==> src/rtl/core/lpk_pkg.sv <==
// ----------------------------------------------------------------------------
// lpk_pkg: shared types and constants for the list blob stream parser
// Transfer payload structs, phase and code enums, encoding byte values and
// the trailer size function.
// ----------------------------------------------------------------------------
`default_nettype none

package lpk_pkg;

  // parser phases
  typedef enum logic [2:0] {
    PH_HEADER  = 3'd0,
    PH_ENC     = 3'd1,
    PH_FIELD   = 3'd2,
    PH_PAYLOAD = 3'd3,
    PH_TRAILER = 3'd4,
    PH_DONE    = 3'd5
  } phase_t;

  // result kinds
  typedef enum logic [2:0] {
    KIND_INT     = 3'd0,
    KIND_STR_HDR = 3'd1,
    KIND_PAYLOAD = 3'd2,
    KIND_END     = 3'd3,
    KIND_ERROR   = 3'd4
  } kind_t;

  // error codes
  typedef enum logic [1:0] {
    ERR_NONE     = 2'd0,
    ERR_BAD_ENC  = 2'd1,
    ERR_TOO_LONG = 2'd2,
    ERR_TERM     = 2'd3
  } err_t;

  // encoding bytes with a fixed meaning
  localparam logic [7:0] ENC_STR32 = 8'hF0;
  localparam logic [7:0] ENC_INT16 = 8'hF1;
  localparam logic [7:0] ENC_INT24 = 8'hF2;
  localparam logic [7:0] ENC_INT32 = 8'hF3;
  localparam logic [7:0] ENC_INT64 = 8'hF4;
  localparam logic [7:0] ENC_TERM  = 8'hFF;

  localparam logic [5:0]  STR6_LEN_MASK  = 6'h3F;
  localparam logic [15:0] COUNT_UNKNOWN  = 16'hFFFF;
  localparam logic [31:0] HEADER_LAST    = 32'd5;

  // trailer size break points
  localparam logic [33:0] TS1_MAX = 34'd127;
  localparam logic [33:0] TS2_LIM = 34'd16383;
  localparam logic [33:0] TS3_LIM = 34'd2097151;
  localparam logic [33:0] TS4_LIM = 34'd268435455;

  typedef struct packed {
    logic [7:0] data_byte;
    logic       start_flag;
  } in_item_t;

  typedef struct packed {
    kind_t              kind;
    logic signed [63:0] int_value;
    logic [31:0]        string_length;
    logic [7:0]         payload_byte;
    logic               last_payload;
    logic [31:0]        entry_offset;
    logic [31:0]        entry_count;
    logic               count_matches;
    err_t               error_code;
  } out_item_t;

  // backlen trailer size for a given entry length
  function automatic logic [2:0] trailer_size(input logic [33:0] len);
    logic [2:0] ts;
    if (len <= TS1_MAX) ts = 3'd1;
    else if (len < TS2_LIM) ts = 3'd2;
    else if (len < TS3_LIM) ts = 3'd3;
    else if (len < TS4_LIM) ts = 3'd4;
    else ts = 3'd5;
    return ts;
  endfunction

endpackage

`default_nettype wire

==> src/rtl/core/lpk_stream_if.sv <==
// ----------------------------------------------------------------------------
// lpk_stream_if: valid/ready stream channel
// Carries one payload of type T per transfer.
// ----------------------------------------------------------------------------
`default_nettype none

interface lpk_stream_if #(
  parameter type T = logic
) ();
  logic valid;
  logic ready;
  T     data;

  modport source (output valid, output data, input ready);
  modport sink   (input valid, input data, output ready);
endinterface

`default_nettype wire

==> src/rtl/core/listpack_entry_stream_parser_core.sv <==
// ----------------------------------------------------------------------------
// listpack_entry_stream_parser_core: streaming list blob entry decoder
// Walks header, entries and terminator one byte per transfer and reports
// integers, string headers, payload bytes, end of blob and errors.
// ----------------------------------------------------------------------------
// The parser takes one blob byte per cycle on in_ch and gives at most one
// result per byte on out_ch. Each byte is decoded in the cycle it is taken:
// the phase register and the entry fields update at that edge and any result
// lands in a single output register, so a byte is taken every cycle as long
// as out_ch keeps up (in_ch.ready is low only while a result sits unclaimed
// in the output register). A result is valid the cycle after its byte. The
// longest path is the 32-bit string length of an F0 entry: merge the last
// length byte, add header size, pick the trailer size and compare the entry
// end against the header's total size. A byte with start_flag set restarts
// the parser and is header byte 0; after an end or error result, bytes are
// dropped silently until the next start.
// ----------------------------------------------------------------------------
`default_nettype none

module listpack_entry_stream_parser_core
  import lpk_pkg::*;
(
  input  wire logic     clk,
  input  wire logic     rst,
  lpk_stream_if.sink    in_ch,
  lpk_stream_if.source  out_ch
);

  // --------------------------------------------------------------------------
  // State registers
  // --------------------------------------------------------------------------
  phase_t      phase, phase_next;
  logic [31:0] byte_position, byte_position_next;
  logic [31:0] total_size, total_size_next;
  logic [15:0] header_count, header_count_next;
  logic [31:0] found_count, found_count_next;
  logic [7:0]  encoding_byte, encoding_byte_next;
  logic [63:0] field_accumulator, field_accumulator_next;
  logic [3:0]  field_bytes_left, field_bytes_left_next;
  logic [2:0]  field_index, field_index_next;       // field bytes taken so far
  logic [31:0] payload_left, payload_left_next;
  logic [31:0] string_length, string_length_next;   // length of current string
  logic [2:0]  trailer_left, trailer_left_next;
  logic [31:0] entry_start, entry_start_next;

  // output register
  logic      out_valid;
  out_item_t out_data;

  logic      in_ready;
  logic      in_fire;
  logic      emit;
  out_item_t res;

  assign in_ready     = !out_valid || out_ch.ready;
  assign in_fire      = in_ch.valid && in_ready;
  assign in_ch.ready  = in_ready;
  assign out_ch.valid = out_valid;
  assign out_ch.data  = out_data;

  // --------------------------------------------------------------------------
  // Per-byte decode
  // --------------------------------------------------------------------------
  always_comb begin
    logic [7:0]  b;
    logic        start;
    phase_t      cur_phase;
    logic [31:0] cur_pos;
    logic [63:0] cur_acc;
    logic [31:0] cur_found;
    logic [2:0]  shift_idx;
    logic [63:0] acc_merge;
    logic [33:0] pos_ext;
    logic [33:0] tot_ext;
    logic [33:0] enc_need;
    logic [31:0] str_len;
    logic [33:0] str_el;
    logic [2:0]  str_ts;
    logic        str_fits;
    logic [63:0] int_val;

    b         = in_ch.data.data_byte;
    start     = in_ch.data.start_flag;

    // a start byte sees the parser as fresh out of reset
    cur_phase = start ? PH_HEADER : phase;
    cur_pos   = start ? 32'd0 : byte_position;
    cur_acc   = start ? 64'd0 : field_accumulator;
    cur_found = start ? 32'd0 : found_count;

    shift_idx = (cur_phase == PH_HEADER) ? cur_pos[2:0] : field_index;
    acc_merge = cur_acc | ({56'd0, b} << {shift_idx, 3'b000});
    pos_ext   = {2'b00, cur_pos};
    tot_ext   = {2'b00, total_size};
    enc_need  = '0;
    str_len   = '0;
    str_el    = '0;
    str_ts    = 3'd1;
    str_fits  = 1'b0;
    int_val   = '0;

    phase_next             = cur_phase;
    byte_position_next     = cur_pos + 32'd1;
    total_size_next        = total_size;
    header_count_next      = header_count;
    found_count_next       = cur_found;
    encoding_byte_next     = encoding_byte;
    field_accumulator_next = cur_acc;
    field_bytes_left_next  = field_bytes_left;
    field_index_next       = field_index;
    payload_left_next      = payload_left;
    string_length_next     = string_length;
    trailer_left_next      = trailer_left;
    entry_start_next       = entry_start;

    emit = 1'b0;
    res  = '0;

    case (cur_phase)
      PH_HEADER: begin
        field_accumulator_next = acc_merge;
        if (cur_pos >= HEADER_LAST) begin
          total_size_next        = acc_merge[31:0];
          header_count_next      = acc_merge[47:32];
          field_accumulator_next = '0;
          phase_next             = PH_ENC;
        end
      end

      PH_ENC: begin
        entry_start_next       = cur_pos;
        encoding_byte_next     = b;
        field_accumulator_next = '0;
        field_index_next       = '0;
        if (b == ENC_TERM) begin
          emit       = 1'b1;
          phase_next = PH_DONE;
          res.entry_count = cur_found;
          if ({1'b0, cur_pos} + 33'd1 != {1'b0, total_size}) begin
            res.kind       = KIND_ERROR;
            res.error_code = ERR_TERM;
          end else begin
            res.kind          = KIND_END;
            res.count_matches = (header_count == COUNT_UNKNOWN) ||
                                (cur_found == {16'd0, header_count});
          end
        end else if (b inside {[8'h00:8'h7F]}) begin
          // 7-bit int: entry length 1, trailer 1
          emit = 1'b1;
          res.entry_count = cur_found;
          if (pos_ext + 34'd2 < tot_ext) begin
            res.kind          = KIND_INT;
            res.int_value     = $signed({56'd0, b});
            found_count_next  = cur_found + 32'd1;
            trailer_left_next = 3'd1;
            phase_next        = PH_TRAILER;
          end else begin
            res.kind       = KIND_ERROR;
            res.error_code = ERR_TOO_LONG;
            phase_next     = PH_DONE;
          end
        end else if (b inside {[8'h80:8'hBF]}) begin
          // 6-bit string: header 1 + len <= 64, trailer 1
          emit = 1'b1;
          res.entry_count = cur_found;
          if (pos_ext + {28'd0, b[5:0] & STR6_LEN_MASK} + 34'd2 < tot_ext) begin
            res.kind           = KIND_STR_HDR;
            res.string_length  = {26'd0, b[5:0]};
            found_count_next   = cur_found + 32'd1;
            string_length_next = {26'd0, b[5:0]};
            payload_left_next  = {26'd0, b[5:0]};
            trailer_left_next  = 3'd1;
            phase_next         = (b[5:0] != 6'd0) ? PH_PAYLOAD : PH_TRAILER;
          end else begin
            res.kind       = KIND_ERROR;
            res.error_code = ERR_TOO_LONG;
            phase_next     = PH_DONE;
          end
        end else if (b inside {[8'hF5:8'hFE]}) begin
          emit           = 1'b1;
          res.kind       = KIND_ERROR;
          res.error_code = ERR_BAD_ENC;
          res.entry_count = cur_found;
          phase_next     = PH_DONE;
        end else if (b inside {[8'hE0:8'hEF]} || b == ENC_STR32) begin
          // string length follows; fit is checked once it is known
          if (b == ENC_STR32) begin
            field_bytes_left_next = 4'd4;
          end else begin
            field_accumulator_next = {52'd0, b[3:0], 8'd0};
            field_bytes_left_next  = 4'd1;
          end
          phase_next = PH_FIELD;
        end else begin
          // integers with extra bytes: need = entry length + trailer 1
          case (b)
            ENC_INT16: begin
              field_bytes_left_next = 4'd2;
              enc_need              = 34'd4;
            end
            ENC_INT24: begin
              field_bytes_left_next = 4'd3;
              enc_need              = 34'd5;
            end
            ENC_INT32: begin
              field_bytes_left_next = 4'd4;
              enc_need              = 34'd6;
            end
            ENC_INT64: begin
              field_bytes_left_next = 4'd8;
              enc_need              = 34'd10;
            end
            default: begin
              // 13-bit int
              field_accumulator_next = {51'd0, b[4:0], 8'd0};
              field_bytes_left_next  = 4'd1;
              enc_need               = 34'd3;
            end
          endcase
          if (pos_ext + enc_need < tot_ext) begin
            phase_next = PH_FIELD;
          end else begin
            emit            = 1'b1;
            res.kind        = KIND_ERROR;
            res.error_code  = ERR_TOO_LONG;
            res.entry_count = cur_found;
            phase_next      = PH_DONE;
          end
        end
      end

      PH_FIELD: begin
        if ({1'b0, cur_pos} + 33'd1 >= {1'b0, total_size}) begin
          emit            = 1'b1;
          res.kind        = KIND_ERROR;
          res.error_code  = ERR_TOO_LONG;
          res.entry_count = cur_found;
          phase_next      = PH_DONE;
        end else begin
          field_accumulator_next = acc_merge;
          field_bytes_left_next  = field_bytes_left - 4'd1;
          field_index_next       = field_index + 3'd1;
          if (field_bytes_left_next == 4'd0) begin
            emit = 1'b1;
            res.entry_count = cur_found;
            if (encoding_byte == ENC_STR32 || encoding_byte inside {[8'hE0:8'hEF]}) begin
              if (encoding_byte == ENC_STR32) begin
                str_len = acc_merge[31:0];
                str_el  = {2'b00, str_len} + 34'd5;
              end else begin
                str_len = {20'd0, acc_merge[11:0]};
                str_el  = {2'b00, str_len} + 34'd2;
              end
              str_ts   = trailer_size(str_el);
              str_fits = ({2'b00, entry_start} + str_el + {31'd0, str_ts}) < tot_ext;
              if (str_fits) begin
                res.kind           = KIND_STR_HDR;
                res.string_length  = str_len;
                found_count_next   = cur_found + 32'd1;
                string_length_next = str_len;
                payload_left_next  = str_len;
                trailer_left_next  = str_ts;
                phase_next         = (str_len != 32'd0) ? PH_PAYLOAD : PH_TRAILER;
              end else begin
                res.kind       = KIND_ERROR;
                res.error_code = ERR_TOO_LONG;
                phase_next     = PH_DONE;
              end
            end else begin
              case (encoding_byte)
                ENC_INT16: int_val = {{48{acc_merge[15]}}, acc_merge[15:0]};
                ENC_INT24: int_val = {{40{acc_merge[23]}}, acc_merge[23:0]};
                ENC_INT32: int_val = {{32{acc_merge[31]}}, acc_merge[31:0]};
                ENC_INT64: int_val = acc_merge;
                default:   int_val = {{51{acc_merge[12]}}, acc_merge[12:0]};
              endcase
              res.kind          = KIND_INT;
              res.int_value     = $signed(int_val);
              found_count_next  = cur_found + 32'd1;
              trailer_left_next = 3'd1;   // all integer entries fit a 1-byte trailer
              phase_next        = PH_TRAILER;
            end
          end
        end
      end

      PH_PAYLOAD: begin
        payload_left_next = payload_left - 32'd1;
        emit              = 1'b1;
        res.kind          = KIND_PAYLOAD;
        res.string_length = string_length;
        res.payload_byte  = b;
        res.last_payload  = (payload_left_next == 32'd0);
        res.entry_count   = cur_found - 32'd1;
        if (payload_left_next == 32'd0) phase_next = PH_TRAILER;
      end

      PH_TRAILER: begin
        if (trailer_left != 3'd0) trailer_left_next = trailer_left - 3'd1;
        if (trailer_left_next == 3'd0) phase_next = PH_ENC;
      end

      default: begin
        // done: drop bytes until the next start
      end
    endcase

    res.entry_offset = entry_start_next;
  end

  // --------------------------------------------------------------------------
  // Registers
  // --------------------------------------------------------------------------
  always_ff @(posedge clk) begin
    if (rst) begin
      phase             <= PH_HEADER;
      byte_position     <= '0;
      found_count       <= '0;
      field_accumulator <= '0;
      out_valid         <= 1'b0;
    end else begin
      if (in_fire) begin
        phase             <= phase_next;
        byte_position     <= byte_position_next;
        found_count       <= found_count_next;
        field_accumulator <= field_accumulator_next;
        out_valid         <= emit;
      end else if (out_ch.ready) begin
        out_valid <= 1'b0;
      end
    end
  end

  // payload and entry fields, no reset needed
  always_ff @(posedge clk) begin
    if (in_fire) begin
      total_size       <= total_size_next;
      header_count     <= header_count_next;
      encoding_byte    <= encoding_byte_next;
      field_bytes_left <= field_bytes_left_next;
      field_index      <= field_index_next;
      payload_left     <= payload_left_next;
      string_length    <= string_length_next;
      trailer_left     <= trailer_left_next;
      entry_start      <= entry_start_next;
      if (emit) out_data <= res;
    end
  end

  // --------------------------------------------------------------------------
  // Assertions
  // --------------------------------------------------------------------------
  a_err_has_code: assert property (@(posedge clk) disable iff (rst)
    out_valid && out_data.kind == KIND_ERROR |-> out_data.error_code != ERR_NONE)
    else $error("error result without error code");

  a_done_silent: assert property (@(posedge clk) disable iff (rst)
    in_fire && phase == PH_DONE && !in_ch.data.start_flag |=> !out_valid)
    else $error("result produced after end of blob");

  a_payload_emits: assert property (@(posedge clk) disable iff (rst)
    in_fire && phase == PH_PAYLOAD && !in_ch.data.start_flag
      |=> out_valid && out_data.kind == KIND_PAYLOAD)
    else $error("payload byte without payload result");

  a_payload_nonzero: assert property (@(posedge clk) disable iff (rst)
    phase == PH_PAYLOAD |-> payload_left != 32'd0)
    else $error("payload phase with no bytes left");

  a_trailer_nonzero: assert property (@(posedge clk) disable iff (rst)
    phase == PH_TRAILER |-> trailer_left != 3'd0)
    else $error("trailer phase with no bytes left");

endmodule

`default_nettype wire

==> src/flat_wrapper.sv <==
// flat-port wrapper written by rule: the top's interface ports become plain ports
module listpack_entry_stream_parser_core_flat import lpk_pkg::*;
  (clk, rst, in_ch_valid, in_ch_data, in_ch_ready, out_ch_valid, out_ch_data, out_ch_ready);
  lpk_stream_if #(.T(in_item_t)) in_ch_i ();
  lpk_stream_if #(.T(out_item_t)) out_ch_i ();
  input  wire logic clk;
  input  wire logic rst;
  input wire logic [$bits(in_ch_i.valid)-1:0] in_ch_valid;
  input wire logic [$bits(in_ch_i.data)-1:0] in_ch_data;
  output wire logic [$bits(in_ch_i.ready)-1:0] in_ch_ready;
  output wire logic [$bits(out_ch_i.valid)-1:0] out_ch_valid;
  output wire logic [$bits(out_ch_i.data)-1:0] out_ch_data;
  input wire logic [$bits(out_ch_i.ready)-1:0] out_ch_ready;
  assign in_ch_i.valid = in_ch_valid;
  assign in_ch_i.data = in_ch_data;
  assign in_ch_ready = in_ch_i.ready;
  assign out_ch_valid = out_ch_i.valid;
  assign out_ch_data = out_ch_i.data;
  assign out_ch_i.ready = out_ch_ready;
  listpack_entry_stream_parser_core u_core (.clk(clk), .rst(rst), .in_ch(in_ch_i), .out_ch(out_ch_i));
endmodule
==> config.mk <==
export PLATFORM = sky130hd
export DESIGN_NAME = listpack_entry_stream_parser_core_flat
export DESIGN_NICKNAME = d
export VERILOG_FILES = /design/src/rtl/core/lpk_pkg.sv /design/src/rtl/core/lpk_stream_if.sv /design/src/rtl/core/listpack_entry_stream_parser_core.sv /design/src/flat_wrapper.sv
export SDC_FILE = /design/constraint.sdc
export NUM_CORES = 2
export LEC_CHECK = 0
export CAP_MARGIN = 20
export CORE_AREA = 5 5 184 320
export CTS_CLUSTER_SIZE = 28
export DETAILED_ROUTE_END_ITERATION = 10
export DIE_AREA = 0 0 189 325
export DONT_BUFFER_PORTS = 1
export PLACE_DENSITY = 0.75
export SLEW_MARGIN = 20
export SYNTH_ARGS = -nofsm -noshare
export SYNTH_HDL_FRONTEND = slang
export SYNTH_SLANG_ARGS = --single-unit
==> constraint.sdc <==
create_clock -name clk -period 39.5 [get_ports clk]
set_input_delay 7.9 -clock clk [delete_from_list [all_inputs] [get_ports clk]]
set_output_delay 7.9 -clock clk [all_outputs]
set_load 0.02 [all_outputs]
==> metrics.txt <==
Async SR Flop Fraction 0%; Multi-input gate area 19140 sq um; Max Cap Viol 0; initial DRC count 3343; Reg2Reg Setup Slack 25.64 ns; class of the worst hold path flip-flop to flip-flop; Chip Width 189 um; Worst Max-Slew Pin Slew ~1.4 ns; maximum number of pins on one net before global-route repair about 160; RSZ-0062 raised after global routing false; worst-case hold path end point u_core.field_accumulator[59]; startpoint types input pin; Tot GR Track Use 39.61%; post-route clock period utilization about half; Reg2Reg Launch Point u_core.byte_position[0]; Worst path slowest cell nor2_1; clock skew 0.04096 ns; GR Overflow Total 0; final setup fails 0; Filler cells 4802; Synth Flop Type edfxtp_1; Post-CTS Hold Fix Bufs 0; full die area between 60000 and 70000 sq um; worst-skew pair later-pin latency 0.63 ns; initial antenna violation count 2; LEAKAGE 13.58 nW; 1st-pass router iterations 6; most frequent CP cell a21oi_1; average wire per standard cell 28.34 um; clock sink count 469; outcome completed; dpl hpwl 93.79 mm; Post-Synthesis Cells 3839; vias in the first global route 29046; yosys warns 0; count of final hold-check violations 0; most common cell after layout, fill and taps aside nand2_1; CTS tree done; synth unique cells 98; post-CTS sizing 0; IO Pins between 150 and 200; drt via density 6.839; Seq cells post-synth 469; vias around 30000; syn_nets 4104; Req. time, crit path 39.73 ns; Sequential cell area about 13000 sq um; Post-Route WL around 130 mm; TritonCTS buffer count between 40 and 50; nets@finish 3985; Pwr Density 34.02 nW/um^2; Slew Viols, Final 0; Syn Area/Cell 8.658 sq um; type of the worst setup path input pin to flip-flop; CP peak stage delay slightly above 0.9 ns; routability congestion estimate about 1.1; first-pass GRT wire length 184.4 mm; dpl cell area about 34000 sq um; total power 1.199 mW; core box area 55970 sq um; Worst VDD drop about 0.000036 V; DRC 0; commonest cells after routing, fill and taps aside nand2_1, nor2_1, edfxtp_1; Initial Utilization 59.39%; Reg2Reg Depth between 40 and 50; Seq/Total Area, Yosys 38.39%; CP Capture Type flip-flop; Hold Path Depth 2; Post-synth EDFFs between 300 and 400; min-delay src u_core.field_accumulator[59]; r2r endpoint u_core.payload_left[25]; port bufs 0; Longest Clk Path Bufs 3; relative slew slack 5.407%; FP Rows 115; synthesized cell area 33240 sq um; Tmin final 20.43 ns; FMAX between 40 and 50 MHz; crit-path max FO 154; synthesis-to-layout area growth 6.027%; Final ANT Viol Nets 0; CTS clk-pin slew, worst paths 0.07 ns; setup total negative slack 0 ns; H-tree Lvls 2; fraction of layout cells with a size suffix above 1 between 5 and 6%; Die Y 325 um; Post-CTS Setup Bufs 0; fin area between 30000 and 40000 sq um; Root Buffer clkbuf_16; Critical Path AT 20.66 ns
==> worst max-delay path, delay by kind of cell <==
family	cells	cell delay, ns
multiplexers	2	0.62
AND/OR/NAND/NOR	12	4.06
AO/OA/AOI/OAI	19	5.39
adder cells (fa/ha/maj)	5	1.62
buffers and inverters	2	0.48
XOR/XNOR	2	0.43
==> per-stage QoR <==
stage                     hold WS, ns  util, %  worst slack, ns  cells
after floorplan                0.4549        -            18.64   3839
after global placement         0.4643    60.27            19.06   4375
after detailed placement       0.4770    60.27            18.79   4375
after CTS                      0.4951    62.94            19.39   4457
after global routing           0.5211    62.96            18.17   4458
final                          0.4902    62.96            19.07   4459
==> area by class of cell <==
class                           count  share of cell area (%)
Timing Repair Buffer               56                   1.193
Multi-Input combinational cell   3003                   54.30
Inverter                          146                   1.562
Sequential cell                   469                   36.21
Clock buffer                       53                   3.337
Antenna cell                        1                0.007100
Tap cell                          702                   2.492
Clock inverter                     29                  0.8911
==> flip-flops by register name, indices dropped and copies added (netlist names), 4 cells and up <==
name,count
u_core.out_ch.data,175
u_core.field_bytes_left,4
u_core.string_length,32
u_core.encoding_byte,8
u_core.total_size,32
u_core.header_count,16
u_core.byte_position,32
u_core.field_accumulator,64
u_core.payload_left,32
u_core.found_count,32
u_core.entry_start,32
==> logic make-up after synthesis <==
group | after synthesis | share of synthesized area (%)
adders and majority gates | 252 | 9.621
and+or+nand+nor | 1524 | 22.12
xor gates and xnor gates | 275 | 7.246
DFF | 469 | 38.39
buffers and inverters | 367 | 4.329
AOI/OAI and AO/OA | 941 | 17.94
muxes | 11 | 0.3425
==> cell usage after synthesis, types with 7 or more instances <==
| cell type | instances | area (sq um) |
|---|---|---|
| a211oi_1 | 14 | 105.1 |
| and3_1 | 21 | 131.4 |
| clkbuf_1 | 173 | 649.4 |
| nor3b_1 | 15 | 112.6 |
| ha_1 | 246 | 3078 |
| buf_1 | 26 | 97.59 |
| o21ai_0 | 222 | 1111 |
| nor2b_1 | 73 | 456.7 |
| nand4b_1 | 7 | 61.31 |
| nand3_1 | 92 | 460.4 |
| and4_1 | 14 | 122.6 |
| o211ai_1 | 15 | 112.6 |
| a22oi_1 | 63 | 473.0 |
| nor4_1 | 41 | 256.5 |
| and2_1 | 33 | 206.5 |
| xnor2_1 | 201 | 1760 |
| nor3_1 | 126 | 630.6 |
| xor2_1 | 74 | 648.1 |
| buf_2 | 13 | 65.06 |
| a31oi_1 | 33 | 206.5 |
| inv_1 | 139 | 521.8 |
| a41oi_1 | 7 | 61.31 |
| nand2_1 | 456 | 1712 |
| or4_1 | 12 | 90.09 |
| a22o_1 | 16 | 140.1 |
| o21a_1 | 21 | 157.7 |
| nand2b_1 | 35 | 219.0 |
| a32oi_1 | 11 | 96.34 |
| a21o_1 | 99 | 743.2 |
| a21oi_1 | 283 | 1416 |
| edfxtp_1 | 337 | 10120 |
| o21ai_1 | 9 | 45.04 |
| dfxtp_1 | 132 | 2643 |
| o32ai_1 | 19 | 166.4 |
| nand4_1 | 81 | 506.7 |
| or2_2 | 14 | 87.58 |
| or3_1 | 36 | 225.2 |
| o31ai_1 | 11 | 82.58 |
| nor2_1 | 426 | 1599 |
| o22ai_1 | 34 | 212.7 |
| mux2i_1 | 8 | 80.08 |
| o31a_1 | 7 | 61.31 |
==> metal layers <==
metal	wire length, um	vias to the layer above	track usage, %
li1	-	13676	-
met3	10820	681	8.439
met4	14400	0	34.38
met2	60560	1845	67.36
met1	40560	14295	40.90
met5	0	-	0
==> power by group <==
part	leakage, nW	internal (mW)	switching [mW]
Combinational	8.59	0.0652	0.124
Sequential	4.27	0.542	0.0198
Clock	0.725	0.239	0.209
Total	13.6	0.846	0.353
==> worst max path at each step <==
| stage | from | end | slack [ns] | cells after the start |
|---|---|---|---|---|
| floorplan | in_ch_data[0] | u_core.out_ch.data[0] | 18.64 | 25 |
| global placement | in_ch_data[0] | u_core.payload_left[30] | 19.06 | 42 |
| detailed placement | in_ch_data[0] | u_core.payload_left[30] | 18.79 | 42 |
| CTS | in_ch_data[0] | u_core.payload_left[31] | 19.39 | 42 |
| global route | in_ch_data[0] | u_core.payload_left[30] | 18.17 | 42 |
| finish | in_ch_data[0] | u_core.payload_left[25] | 19.07 | 42 |
Power figures use the tool's default switching activity.
